--- config.mk ---
export PLATFORM = sky130hd
export DESIGN_NAME = hsl_to_rgb_converter_core_flat
export DESIGN_NICKNAME = d
export VERILOG_FILES = /design/src/hdl/hslrgb_pkg.sv /design/src/hdl/hslrgb_hsl_if.sv /design/src/hdl/hslrgb_rgb_if.sv /design/src/hdl/hslrgb_front.sv /design/src/hdl/hslrgb_ramp.sv /design/src/hdl/hsl_to_rgb_converter_core.sv /design/src/flat_wrapper.sv
export SDC_FILE = /design/constraint.sdc
export NUM_CORES = 2
export LEC_CHECK = 0
export BUFFER_PORTS_ARGS = -buffer_cell sky130_fd_sc_hd__buf_2
export CORE_MARGIN = 2
export CORE_UTILIZATION = 60
export CTS_CLUSTER_DIAMETER = 150
export CTS_CLUSTER_SIZE = 16
export DETAILED_ROUTE_END_ITERATION = 8
export GPL_TIMING_DRIVEN = 0
export PLACE_DENSITY = 0.77
export SETUP_SLACK_MARGIN = 0.05
export SYNTH_ARGS = -nofsm -noshare
export SYNTH_HDL_FRONTEND = slang
export SYNTH_SLANG_ARGS = --single-unit
--- constraint.sdc ---
create_clock -name clk -period 38.4 [get_ports clk]
set_clock_uncertainty 0.05 [all_clocks]
set_input_delay 3.84 -clock clk [delete_from_list [all_inputs] [get_ports clk]]
set_output_delay 3.84 -clock clk [all_outputs]
set_load 0.03 [all_outputs]
--- src/hdl/hslrgb_pkg.sv ---
`default_nettype none

package hslrgb_pkg;

    localparam int unsigned Q_W  = 17;
    localparam int unsigned QP_W = 18;
    localparam int unsigned OP_W = 17;
    localparam int unsigned PR_W = 19;
    localparam int unsigned V_W  = 20;

    localparam logic [Q_W-1:0] ONE_Q        = 17'd65536;
    localparam logic [Q_W-1:0] THIRD_Q      = 17'd21845;
    localparam logic [Q_W-1:0] SIXTH_Q      = 17'd10923;
    localparam logic [Q_W-1:0] HALF_Q       = 17'd32768;
    localparam logic [Q_W-1:0] TWO_THIRDS_Q = 17'd43691;

    localparam int unsigned NUM_CH = 3;
    localparam int unsigned CH_RED   = 0;
    localparam int unsigned CH_GREEN = 1;
    localparam int unsigned CH_BLUE  = 2;

    localparam int unsigned DEPTH = 7;

    typedef enum logic [1:0] {
        SEG_RISE,
        SEG_FLAT,
        SEG_FALL,
        SEG_LOW
    } seg_t;

    typedef struct packed {
        logic en;
        logic vld;
    } stage_ctl_t;

    typedef struct packed {
        logic       grey;
        logic [7:0] lum;
    } grey_t;

endpackage

`default_nettype wire

--- src/hdl/hslrgb_hsl_if.sv ---
`default_nettype none

interface hslrgb_hsl_if;

    logic       valid;
    logic       ready;
    logic [7:0] hue;
    logic [7:0] saturation;
    logic [7:0] luminance;

    modport source (
        output valid,
        output hue,
        output saturation,
        output luminance,
        input  ready
    );

    modport sink (
        input  valid,
        input  hue,
        input  saturation,
        input  luminance,
        output ready
    );

endinterface

`default_nettype wire

--- src/hdl/hslrgb_rgb_if.sv ---
`default_nettype none

interface hslrgb_rgb_if;

    logic       valid;
    logic       ready;
    logic [7:0] red;
    logic [7:0] green;
    logic [7:0] blue;

    modport source (
        output valid,
        output red,
        output green,
        output blue,
        input  ready
    );

    modport sink (
        input  valid,
        input  red,
        input  green,
        input  blue,
        output ready
    );

endinterface

`default_nettype wire

--- src/hdl/hslrgb_front.sv ---
`default_nettype none

module hslrgb_front
    import hslrgb_pkg::*;
(
    input  wire logic             clk,
    input  wire logic             rst_n,
    input  wire stage_ctl_t       ctl,
    input  wire logic [7:0]       hue,
    input  wire logic [7:0]       saturation,
    input  wire logic [7:0]       luminance,
    output logic      [Q_W-1:0]   t_out [NUM_CH],
    output logic      [QP_W-1:0]  q_out,
    output logic      [Q_W-1:0]   l_out
);

    function automatic logic [Q_W-1:0] to_q(input logic [7:0] x);
        to_q = {1'b0, x, 8'b0} + {9'b0, x} + {16'b0, x[7]};
    endfunction

    // stage 1: scale to q16
    logic [Q_W-1:0] h_reg, s_reg, l_reg;
    logic           hi_reg;

    // stage 2: l*s and hue offsets
    logic [2*Q_W-1:0] ls_full;
    logic [Q_W-1:0]   ls_next, ls_reg;
    logic [QP_W-1:0]  t_red_sum;
    logic [Q_W-1:0]   t_next [NUM_CH];
    logic [Q_W-1:0]   t2_reg [NUM_CH];
    logic [Q_W-1:0]   s2_reg, l2_reg;
    logic             hi2_reg;

    // stage 3: q
    logic [QP_W-1:0] q_next, q_reg;
    logic [Q_W-1:0]  t3_reg [NUM_CH];
    logic [Q_W-1:0]  l3_reg;

    always_ff @(posedge clk)
    begin
        if (ctl.en)
        begin
            h_reg  <= to_q(hue);
            s_reg  <= to_q(saturation);
            l_reg  <= to_q(luminance);
            hi_reg <= luminance[7];
        end
    end

    always_comb
    begin
        ls_full   = l_reg * s_reg + (2*Q_W)'(32768);
        ls_next   = ls_full[32:16];
        t_red_sum = {1'b0, h_reg} + {1'b0, THIRD_Q};
        if (t_red_sum > {1'b0, ONE_Q})
        begin
            t_next[CH_RED] = Q_W'(t_red_sum - {1'b0, ONE_Q});
        end
        else
        begin
            t_next[CH_RED] = t_red_sum[Q_W-1:0];
        end
        t_next[CH_GREEN] = h_reg;
        if (h_reg < THIRD_Q)
        begin
            t_next[CH_BLUE] = h_reg + ONE_Q - THIRD_Q;
        end
        else
        begin
            t_next[CH_BLUE] = h_reg - THIRD_Q;
        end
    end

    always_ff @(posedge clk)
    begin
        if (ctl.en)
        begin
            ls_reg  <= ls_next;
            t2_reg  <= t_next;
            s2_reg  <= s_reg;
            l2_reg  <= l_reg;
            hi2_reg <= hi_reg;
        end
    end

    always_comb
    begin
        if (hi2_reg)
        begin
            q_next = {1'b0, l2_reg} + {1'b0, s2_reg} - {1'b0, ls_reg};
        end
        else
        begin
            q_next = {1'b0, l2_reg} + {1'b0, ls_reg};
        end
    end

    always_ff @(posedge clk)
    begin
        if (ctl.en)
        begin
            q_reg  <= q_next;
            t3_reg <= t2_reg;
            l3_reg <= l2_reg;
        end
    end

    assign t_out = t3_reg;
    assign q_out = q_reg;
    assign l_out = l3_reg;

`ifndef NO_ASSERTIONS
    a_scaled_range: assert property (@(posedge clk) disable iff (!rst_n)
        ctl.en && ctl.vld |=> h_reg <= ONE_Q && s_reg <= ONE_Q && l_reg <= ONE_Q)
        else $error("scaled input beyond full scale");
`endif

endmodule

`default_nettype wire

--- src/hdl/hslrgb_ramp.sv ---
`default_nettype none

module hslrgb_ramp
    import hslrgb_pkg::*;
(
    input  wire logic            clk,
    input  wire logic            rst_n,
    input  wire stage_ctl_t      ctl,
    input  wire logic [Q_W-1:0]  t,
    input  wire logic [QP_W-1:0] q,
    input  wire logic [Q_W-1:0]  l,
    output logic      [7:0]      chan
);

    // stage 1: p, q-p, segment, multiplier operand
    logic [QP_W-1:0] two_l;
    logic [QP_W-1:0] p_next, d_next;
    logic [Q_W-1:0]  fall_diff;
    logic [V_W-1:0]  op_wide;
    seg_t            seg_next;
    logic [OP_W-1:0] op_next;

    logic [QP_W-1:0] p_reg, q_reg, d_reg;
    seg_t            seg_reg;
    logic [OP_W-1:0] op_reg;

    // stage 2: product
    logic [QP_W+OP_W-1:0] prod_full;
    logic [PR_W-1:0]      prod_reg;
    logic [QP_W-1:0]      p2_reg, q2_reg;
    seg_t                 seg2_reg;

    // stage 3: ramp value
    logic [V_W-1:0] v_next, v_reg;

    logic [V_W+7:0] scaled;
    logic [11:0]    chan_wide;

    always_comb
    begin
        two_l = {l, 1'b0};
        if (q > two_l)
        begin
            p_next = '0;
        end
        else
        begin
            p_next = two_l - q;
        end
        if (p_next > q)
        begin
            d_next = '0;
        end
        else
        begin
            d_next = q - p_next;
        end
        fall_diff = TWO_THIRDS_Q - t;
        op_wide   = '0;
        if (t < SIXTH_Q)
        begin
            seg_next = SEG_RISE;
            op_wide  = {1'b0, t, 2'b0} + {2'b0, t, 1'b0};
        end
        else if (t < HALF_Q)
        begin
            seg_next = SEG_FLAT;
        end
        else if (t < TWO_THIRDS_Q)
        begin
            seg_next = SEG_FALL;
            op_wide  = {1'b0, fall_diff, 2'b0} + {2'b0, fall_diff, 1'b0};
        end
        else
        begin
            seg_next = SEG_LOW;
        end
        op_next = op_wide[OP_W-1:0];
    end

    always_ff @(posedge clk)
    begin
        if (ctl.en)
        begin
            p_reg   <= p_next;
            q_reg   <= q;
            d_reg   <= d_next;
            seg_reg <= seg_next;
            op_reg  <= op_next;
        end
    end

    assign prod_full = d_reg * op_reg + (QP_W+OP_W)'(32768);

    always_ff @(posedge clk)
    begin
        if (ctl.en)
        begin
            prod_reg <= prod_full[QP_W+OP_W-1:16];
            p2_reg   <= p_reg;
            q2_reg   <= q_reg;
            seg2_reg <= seg_reg;
        end
    end

    always_comb
    begin
        case (seg2_reg)
            SEG_RISE: v_next = V_W'(p2_reg) + V_W'(prod_reg);
            SEG_FALL: v_next = V_W'(p2_reg) + V_W'(prod_reg);
            SEG_FLAT: v_next = V_W'(q2_reg);
            SEG_LOW:  v_next = V_W'(p2_reg);
            default:  v_next = V_W'(p2_reg);
        endcase
    end

    always_ff @(posedge clk)
    begin
        if (ctl.en)
        begin
            v_reg <= v_next;
        end
    end

    // v*255 rounded back to 8 bits
    always_comb
    begin
        scaled    = {v_reg, 8'b0} - {8'b0, v_reg} + (V_W+8)'(32768);
        chan_wide = scaled[V_W+7:16];
        if (chan_wide > 12'd255)
        begin
            chan = 8'd255;
        end
        else
        begin
            chan = chan_wide[7:0];
        end
    end

`ifndef NO_ASSERTIONS
    a_p_below_q: assert property (@(posedge clk) disable iff (!rst_n)
        ctl.en && ctl.vld |=> p_reg <= q_reg)
        else $error("ramp low level above high level");

    a_op_segment: assert property (@(posedge clk) disable iff (!rst_n)
        ctl.en && ctl.vld |=> (seg_reg == SEG_RISE || seg_reg == SEG_FALL || op_reg == '0))
        else $error("multiplier operand set outside a slope segment");
`endif

endmodule

`default_nettype wire

--- src/hdl/hsl_to_rgb_converter_core.sv ---
// throughput: one word per cycle while the output word is taken, set by the pipeline of 7 register stages
// the whole pipeline advances together and holds while the output word is not taken
// reset: rst_n asynchronous active low, clears the valid bits; data registers are not reset
`default_nettype none

module hsl_to_rgb_converter_core
    import hslrgb_pkg::*;
(
    input  wire logic   clk,
    input  wire logic   rst_n,
    hslrgb_hsl_if.sink   hsl,
    hslrgb_rgb_if.source rgb
);

    logic [DEPTH-1:0] valid_reg, valid_next;
    logic             en;

    stage_ctl_t front_ctl, ramp_ctl;

    logic [Q_W-1:0]  t_q [NUM_CH];
    logic [QP_W-1:0] q_q;
    logic [Q_W-1:0]  l_q;
    logic [7:0]      chan [NUM_CH];

    grey_t grey_reg [DEPTH-1];
    grey_t grey_next;
    grey_t grey_out;

    logic [7:0] red_reg, green_reg, blue_reg;

    assign en        = !valid_reg[DEPTH-1] || rgb.ready;
    assign hsl.ready = en;

    always_comb
    begin
        valid_next = {valid_reg[DEPTH-2:0], hsl.valid};
    end

    always_ff @(posedge clk or negedge rst_n)
    begin
        if (!rst_n)
        begin
            valid_reg <= '0;
        end
        else if (en)
        begin
            valid_reg <= valid_next;
        end
    end

    assign front_ctl = '{en: en, vld: hsl.valid};
    assign ramp_ctl  = '{en: en, vld: valid_reg[2]};

    hslrgb_front u_front (
        .clk        (clk),
        .rst_n      (rst_n),
        .ctl        (front_ctl),
        .hue        (hsl.hue),
        .saturation (hsl.saturation),
        .luminance  (hsl.luminance),
        .t_out      (t_q),
        .q_out      (q_q),
        .l_out      (l_q)
    );

    for (genvar ch = 0; ch < NUM_CH; ch++)
    begin : g_ch
        hslrgb_ramp u_ramp (
            .clk   (clk),
            .rst_n (rst_n),
            .ctl   (ramp_ctl),
            .t     (t_q[ch]),
            .q     (q_q),
            .l     (l_q),
            .chan  (chan[ch])
        );
    end

    // zero saturation bypass travels beside the datapath
    assign grey_next = '{grey: (hsl.saturation == 8'd0), lum: hsl.luminance};
    assign grey_out  = grey_reg[DEPTH-2];

    always_ff @(posedge clk)
    begin
        if (en)
        begin
            grey_reg[0] <= grey_next;
            for (int i = 1; i < DEPTH-1; i++)
            begin
                grey_reg[i] <= grey_reg[i-1];
            end
        end
    end

    always_ff @(posedge clk)
    begin
        if (en)
        begin
            if (grey_out.grey)
            begin
                red_reg   <= grey_out.lum;
                green_reg <= grey_out.lum;
                blue_reg  <= grey_out.lum;
            end
            else
            begin
                red_reg   <= chan[CH_RED];
                green_reg <= chan[CH_GREEN];
                blue_reg  <= chan[CH_BLUE];
            end
        end
    end

    assign rgb.valid = valid_reg[DEPTH-1];
    assign rgb.red   = red_reg;
    assign rgb.green = green_reg;
    assign rgb.blue  = blue_reg;

`ifndef NO_ASSERTIONS
    a_stall_holds: assert property (@(posedge clk) disable iff (!rst_n)
        !en |=> $stable(valid_reg))
        else $error("pipeline moved during a stall");
`endif

endmodule

`default_nettype wire

--- src/flat_wrapper.sv ---
// flat-port wrapper written by rule: the top's interface ports become plain ports
module hsl_to_rgb_converter_core_flat import hslrgb_pkg::*;
  (clk, rst_n, hsl_valid, hsl_hue, hsl_saturation, hsl_luminance, hsl_ready, rgb_valid, rgb_red, rgb_green, rgb_blue, rgb_ready);
  hslrgb_hsl_if hsl_i ();
  hslrgb_rgb_if rgb_i ();
  input  wire logic clk;
  input  wire logic rst_n;
  input wire logic [$bits(hsl_i.valid)-1:0] hsl_valid;
  input wire logic [$bits(hsl_i.hue)-1:0] hsl_hue;
  input wire logic [$bits(hsl_i.saturation)-1:0] hsl_saturation;
  input wire logic [$bits(hsl_i.luminance)-1:0] hsl_luminance;
  output wire logic [$bits(hsl_i.ready)-1:0] hsl_ready;
  output wire logic [$bits(rgb_i.valid)-1:0] rgb_valid;
  output wire logic [$bits(rgb_i.red)-1:0] rgb_red;
  output wire logic [$bits(rgb_i.green)-1:0] rgb_green;
  output wire logic [$bits(rgb_i.blue)-1:0] rgb_blue;
  input wire logic [$bits(rgb_i.ready)-1:0] rgb_ready;
  assign hsl_i.valid = hsl_valid;
  assign hsl_i.hue = hsl_hue;
  assign hsl_i.saturation = hsl_saturation;
  assign hsl_i.luminance = hsl_luminance;
  assign hsl_ready = hsl_i.ready;
  assign rgb_valid = rgb_i.valid;
  assign rgb_red = rgb_i.red;
  assign rgb_green = rgb_i.green;
  assign rgb_blue = rgb_i.blue;
  assign rgb_i.ready = rgb_ready;
  hsl_to_rgb_converter_core u_core (.clk(clk), .rst_n(rst_n), .hsl(hsl_i), .rgb(rgb_i));
endmodule
# [After elaboration in Yosys (flattened, before gate mapping)]
# Memories as Yosys holds them, arrays and structs flattened.
# Index checks and enable logic that the tools add are counted.
[totals] regBits=542 mem_bits_rw=54 input_bits=28 wordCells=153 mem_count=1
[memory_table] memory="u_core.grey_reg" depth=6 width=9 rd=6 rd_ports_with_merged_regs=0 write_ports=6 line="hsl_to_rgb_converter_core.sv:25" rtl="grey_t grey_reg [DEPTH-1];"
[classes] add_sub_neg=38 n_mul=4 order_cmp=16 n_eq_ne=9 muxes=30 reduce_logical=12
[op_table] cell="$mux 17" count=11
[op_table] cell="$pmux 20 s3" count=3
[op_table] cell="$add 35x16->35 const B" count=3
[op_table] cell="$mul 18x17->35" count=3
[op_table] cell="$add 17x17->17" count=6
[op_table] cell="$lt 17x16->1 const B" count=6
[op_table] cell="$add 28x16->28 const B" count=3
[op_table] cell="$sub 28x20->28" count=3
[op_table] cell="$add 18x19->20" count=3
[op_table] cell="$add 16x8->17" count=3
[op_table] cell="$add 17x1->17" count=3
[op_table] cell="$lt 17x14->1 const B" count=3
[op_table] cell="$mux 8" count=6
[op_table] cell="$sub 16x16->16 const A" count=3
[op_table] cell="$add 17x17->18" count=2
[op_table] cell="$gt 12x8->1 const B" count=3
[op_table] cell="$gt 18x18->1" count=2
[op_table] cell="$mux 18" count=2
[op_table] cell="$sub 18x18->18" count=2
[op_table] cell="$sub 17x15->17 const B" count=2
[op_table] cell="$add 33x16->33 const B" count=1
[op_table] cell="$mul 17x17->33" count=1
[op_table] cell="$add 17x15->18 const B" count=1
[op_table] cell="$gt 18x17->1 const B" count=1
[op_table] cell="12 further kinds" count=33

# [Depth between registers and ports, before layout]
[depth] ltp_word=5 ltp_mapped=26 ltp_nobuf=24

# [Cells and area by module]
# Synthesis repeated with hierarchy kept, for this count alone.
[hier_totals] hier_cells=7864 area_unflattened_um2=80180.6
[by_module_without_submodules] module="hslrgb_front" n_inst=1 cells_each=1732 area_each_um2=19505.0 seq_area_each_um2=6996.7
[by_module_without_submodules] module="hslrgb_ramp (u_core.g_ch[0].u_ramp)" n_inst=1 cells_each=2012 area_each_um2=19422.4 seq_area_each_um2=4474.3
[by_module_without_submodules] module="hslrgb_ramp (u_core.g_ch[1].u_ramp)" n_inst=1 cells_each=1974 area_each_um2=19193.4 seq_area_each_um2=4474.3
[by_module_without_submodules] module="hslrgb_ramp (u_core.g_ch[2].u_ramp)" n_inst=1 cells_each=1990 area_each_um2=19185.9 seq_area_each_um2=4474.3
[by_module_without_submodules] module="hsl_to_rgb_converter_core" n_inst=1 cells_each=156 area_each_um2=2874.0 seq_area_each_um2=2517.4

# [Worst setup path before layout]
# No wires, ideal clock.
[synth_timing] path_type="input -> output" startpoint="input port rgb_ready" endpoint="output port hsl_ready" t_arrival_ps=19901 required_ps=34510 setup_slack_ps=14609 stages=2 path_buffers=1 path_cell_list="nand2b_1 clkbuf_1"
[synth_between] elab_chain_len=1
[synth_rtl] item="from (decl)" line="flat_wrapper.sv:17" rtl="input wire logic [$bits(rgb_i.ready)-1:0] rgb_ready;"
[synth_rtl] item="$logic_or 1x1->1" line="hsl_to_rgb_converter_core.sv:31" rtl="assign en = !valid_reg[DEPTH-1] || rgb.ready;"
[synth_rtl] item="to (decl)" line="flat_wrapper.sv:12" rtl="output wire logic [$bits(hsl_i.ready)-1:0] hsl_ready;"
# No other way between the ends.

# [Worst setup path in the final report]
# Same ends and word-level chain as after synthesis.

==> flow_summary.yaml <==
status:
  outcome: "finished clean"
sta:
  finalHoldViolCount: 0
  tightest_slew_ns: 1.26
  setup_viol_count_final: 0
  fin_crit_ns: 9.60
  fin_tns_setup_ns: 0
  fmax_ghz: 0.104
  rsz0062_at_grt: "no"
  period_share_pct: 25.0
  relSlewSlack_pct: 16.1
  slew_violations: 0
  hold_ws_ns: 0.366
routing:
  via_count: 49700
  drt-vias-per-instance: 5.71
  routed_wl_um: 180000
  antenna_left: 0
  drtIter0Drc: 3866
  dr.pass1.iters: 6
  drt-wirelength-per-cell_um: 20.7
  drc_errors: 0
place:
  hpwl_um: 146000
  port_buffers: 53
  gp_congestion: 0.990
  placed_cell_area_um2: 72900
logic_synthesis:
  yosysMostFrequentCell: "inv_1"
  synth_area_leader_cell: "fa_1"
  synth_cell_type_count: 85
  yosys_warnings: 0
  synth_edf_count: 576
  async_flop_share_pct: 1.20
  synth_top_area_share_pct: 26.1
  syn_area_per_cell_um2: 10.0
  ys_seq_area_share_pct: 24.8
  synthesis.nets: 8808
  synth_area_um2: 70500
  synth_seq_cells: 583
  synthCells: 7042
  synth.top_cells.by_area: "fa_1 26%, edfxtp_1 25%, ha_1 15%"
  ys.flop_type: "edfxtp_1"
  ys_top_cells_by_count: "1357 x inv_1, 918 x fa_1, 820 x ha_1"
worst_setup_path:
  rr_worst_depth: 23
  crit_type: "in2out"
  critPathBufInv: 6
  crit_fanout: 69
  cp_data_required_time_ns: 34.51
  crit_family: "buffers and inverters"
  path_cells: "buf_2, nand2b_1, clkbuf_4, buf_12, buf_16, buf_16, buf_2"
  slowest_stage: "clkbuf_4"
  cp.arrival_ns: 5.71
  start_kind: "input port"
  worst-path-stages: 7
  max_stage_delay_ns: 0.40
  cp-end-kind: "output port"
layout:
  drive_above_1_share_pct: 2.61
  nets: 8916
  seqCellArea_um2: 17500
  fill_cells: 9549
  largest_reg_flops: 60
  multiInputGateArea_um2: 47100
  postLayoutCellArea_um2: 74200
  area.growth.synth_to_final_pct: 5.19
clocking:
  cts_buffers: 43
  cts.path.max_buffers: 3
  cts_setup_buffers: 0
  h-tree-depth: 2
  cts_sinks: 583
  cts_resized: 0
  clock_latency_ns: 0.65
  holdBufCountCts: 0
  clkTransAtPathRegs_ns: 0.07
  root_buffer: "clkbuf_16"
  cts_tree: "done"
die:
  die_x_um: 347
  ios: 54
  row_count: 125
  initial_core_util_pct: 60.6
  dieArea_um2: 120000
  coreArea_um2: 116000
  die_height_um: 347
global_route:
  grt_usage_pct: 30.6
  antenna_found_initial: 6
  first_global_vias: 52600
  grt_pass1_wl_um: 285000
  grt-ovfl-total: 0
  grt_max_degree: 76
job:
  maxCapViolations: 0
min_path:
  holdPathStages: 0
  hold_class: "reg2reg"
cell type report:
type	instances	share of cell area, %
clock inverter	6	0.135
sequential	583	23.6
timing repair buffer	63	0.698
clock buffer	55	1.51
buffer	227	1.18
multi-input combinational	4873	63.5
inverter	1359	6.88
antenna	3	0.0101
tap	1524	2.57
logic make-up (layout without fill, tap and decap cells):
logic type,Yosys count,after routing,synth area share [%]
buf+inv,1586,1710,8.47
flops,583,583,24.8
other cells,1,4,0.00532
fa+ha+maj,1738,1738,40.6
xor+xnor,348,348,4.32
compound gates,797,797,7.30
simple gates,1913,1913,13.4
mux,76,76,1.11
worst register-to-register path: stages (launching register included):
cell and delay (ns):
edfxtp_1 0.49, clkbuf_1 0.97, clkbuf_1 0.72, nand2_1 0.16
fa_1 0.53, fa_1 0.48, fa_1 0.52, fa_1 0.56
inv_1 0.06, fa_1 0.49, inv_1 0.05, fa_1 0.48
inv_1 0.05, ha_1 0.28, a21o_1 0.17, a211o_1 0.30
a31oi_1 0.19, o21ai_1 0.19, a41oi_1 0.78, o31ai_1 0.28
a41oi_1 0.38, a21oi_1 0.15, a21oi_1 0.20, xnor2_1 0.12
per-stage QoR:
stage,worst slack (ns),std cells,utilization (%)
floorplan,14.61,7042,-
global placement,6.81,8619,62.5
detailed placement,28.79,8629,62.7
CTS,28.78,8690,63.7
global route,28.64,8690,63.7
finish,28.80,8693,63.7
metal layers:
layer	vias up	routed length, µm	part of all wire [%]	track usage (%)
li1	22700	-	-	-
met1	24400	72200	40	40.2
met2	2023	83200	46	50.6
met3	520	15300	8.5	5.06
met4	8	8780	4.9	12.9
met5	-	56	0.031	0
cells in the final DEF (no fill, tap or decap), types with 17 or more instances in the layout:
cell type / netlist / final
a21o_1: 85 / 85
o21a_1: 47 / 47
mux2i_1: 59 / 59
nand2b_1: 44 / 44
and3_1: 28 / 28
xnor2_1: 234 / 234
a211oi_1: 32 / 32
mux2_2: 17 / 17
clkbuf_1: 211 / 222
o211ai_1: 17 / 17
nor2b_1: 66 / 66
nor2_1: 271 / 271
and2_1: 580 / 580
nand4_1: 19 / 19
nor3_1: 76 / 76
edfxtp_1: 576 / 576
o21bai_1: 35 / 35
inv_1: 1357 / 1357
a21oi_1: 263 / 263
nand2_1: 702 / 702
or3_1: 18 / 18
a31oi_1: 24 / 24
xor2_1: 114 / 114
fa_1: 918 / 918
ha_1: 820 / 820
buf_2: 4 / 57
o21ai_0: 142 / 142
clkbuf_16: 0 / 43
nand3_1: 59 / 59
final timing paths:
path	start	end	slack (ns)
min reg2reg	u_core.grey_reg[3][2]	u_core.grey_reg[4][2]	0.37
max reg2reg	u_core.g_ch[0].u_ramp.d_reg[8]	u_core.g_ch[2].u_ramp.prod_reg[18]	29.50
max in group asynchronous	rst_n	u_core.valid_reg[2]	35.20
min in group asynchronous	rst_n	u_core.valid_reg[3]	2.95
min	u_core.grey_reg[3][2]	u_core.grey_reg[4][2]	0.37
max	rgb_ready	hsl_ready	28.80
Power is left out: the tool's default activity adds up to more than one toggle a clock period on the data nets, which glitch-free logic cannot reach.
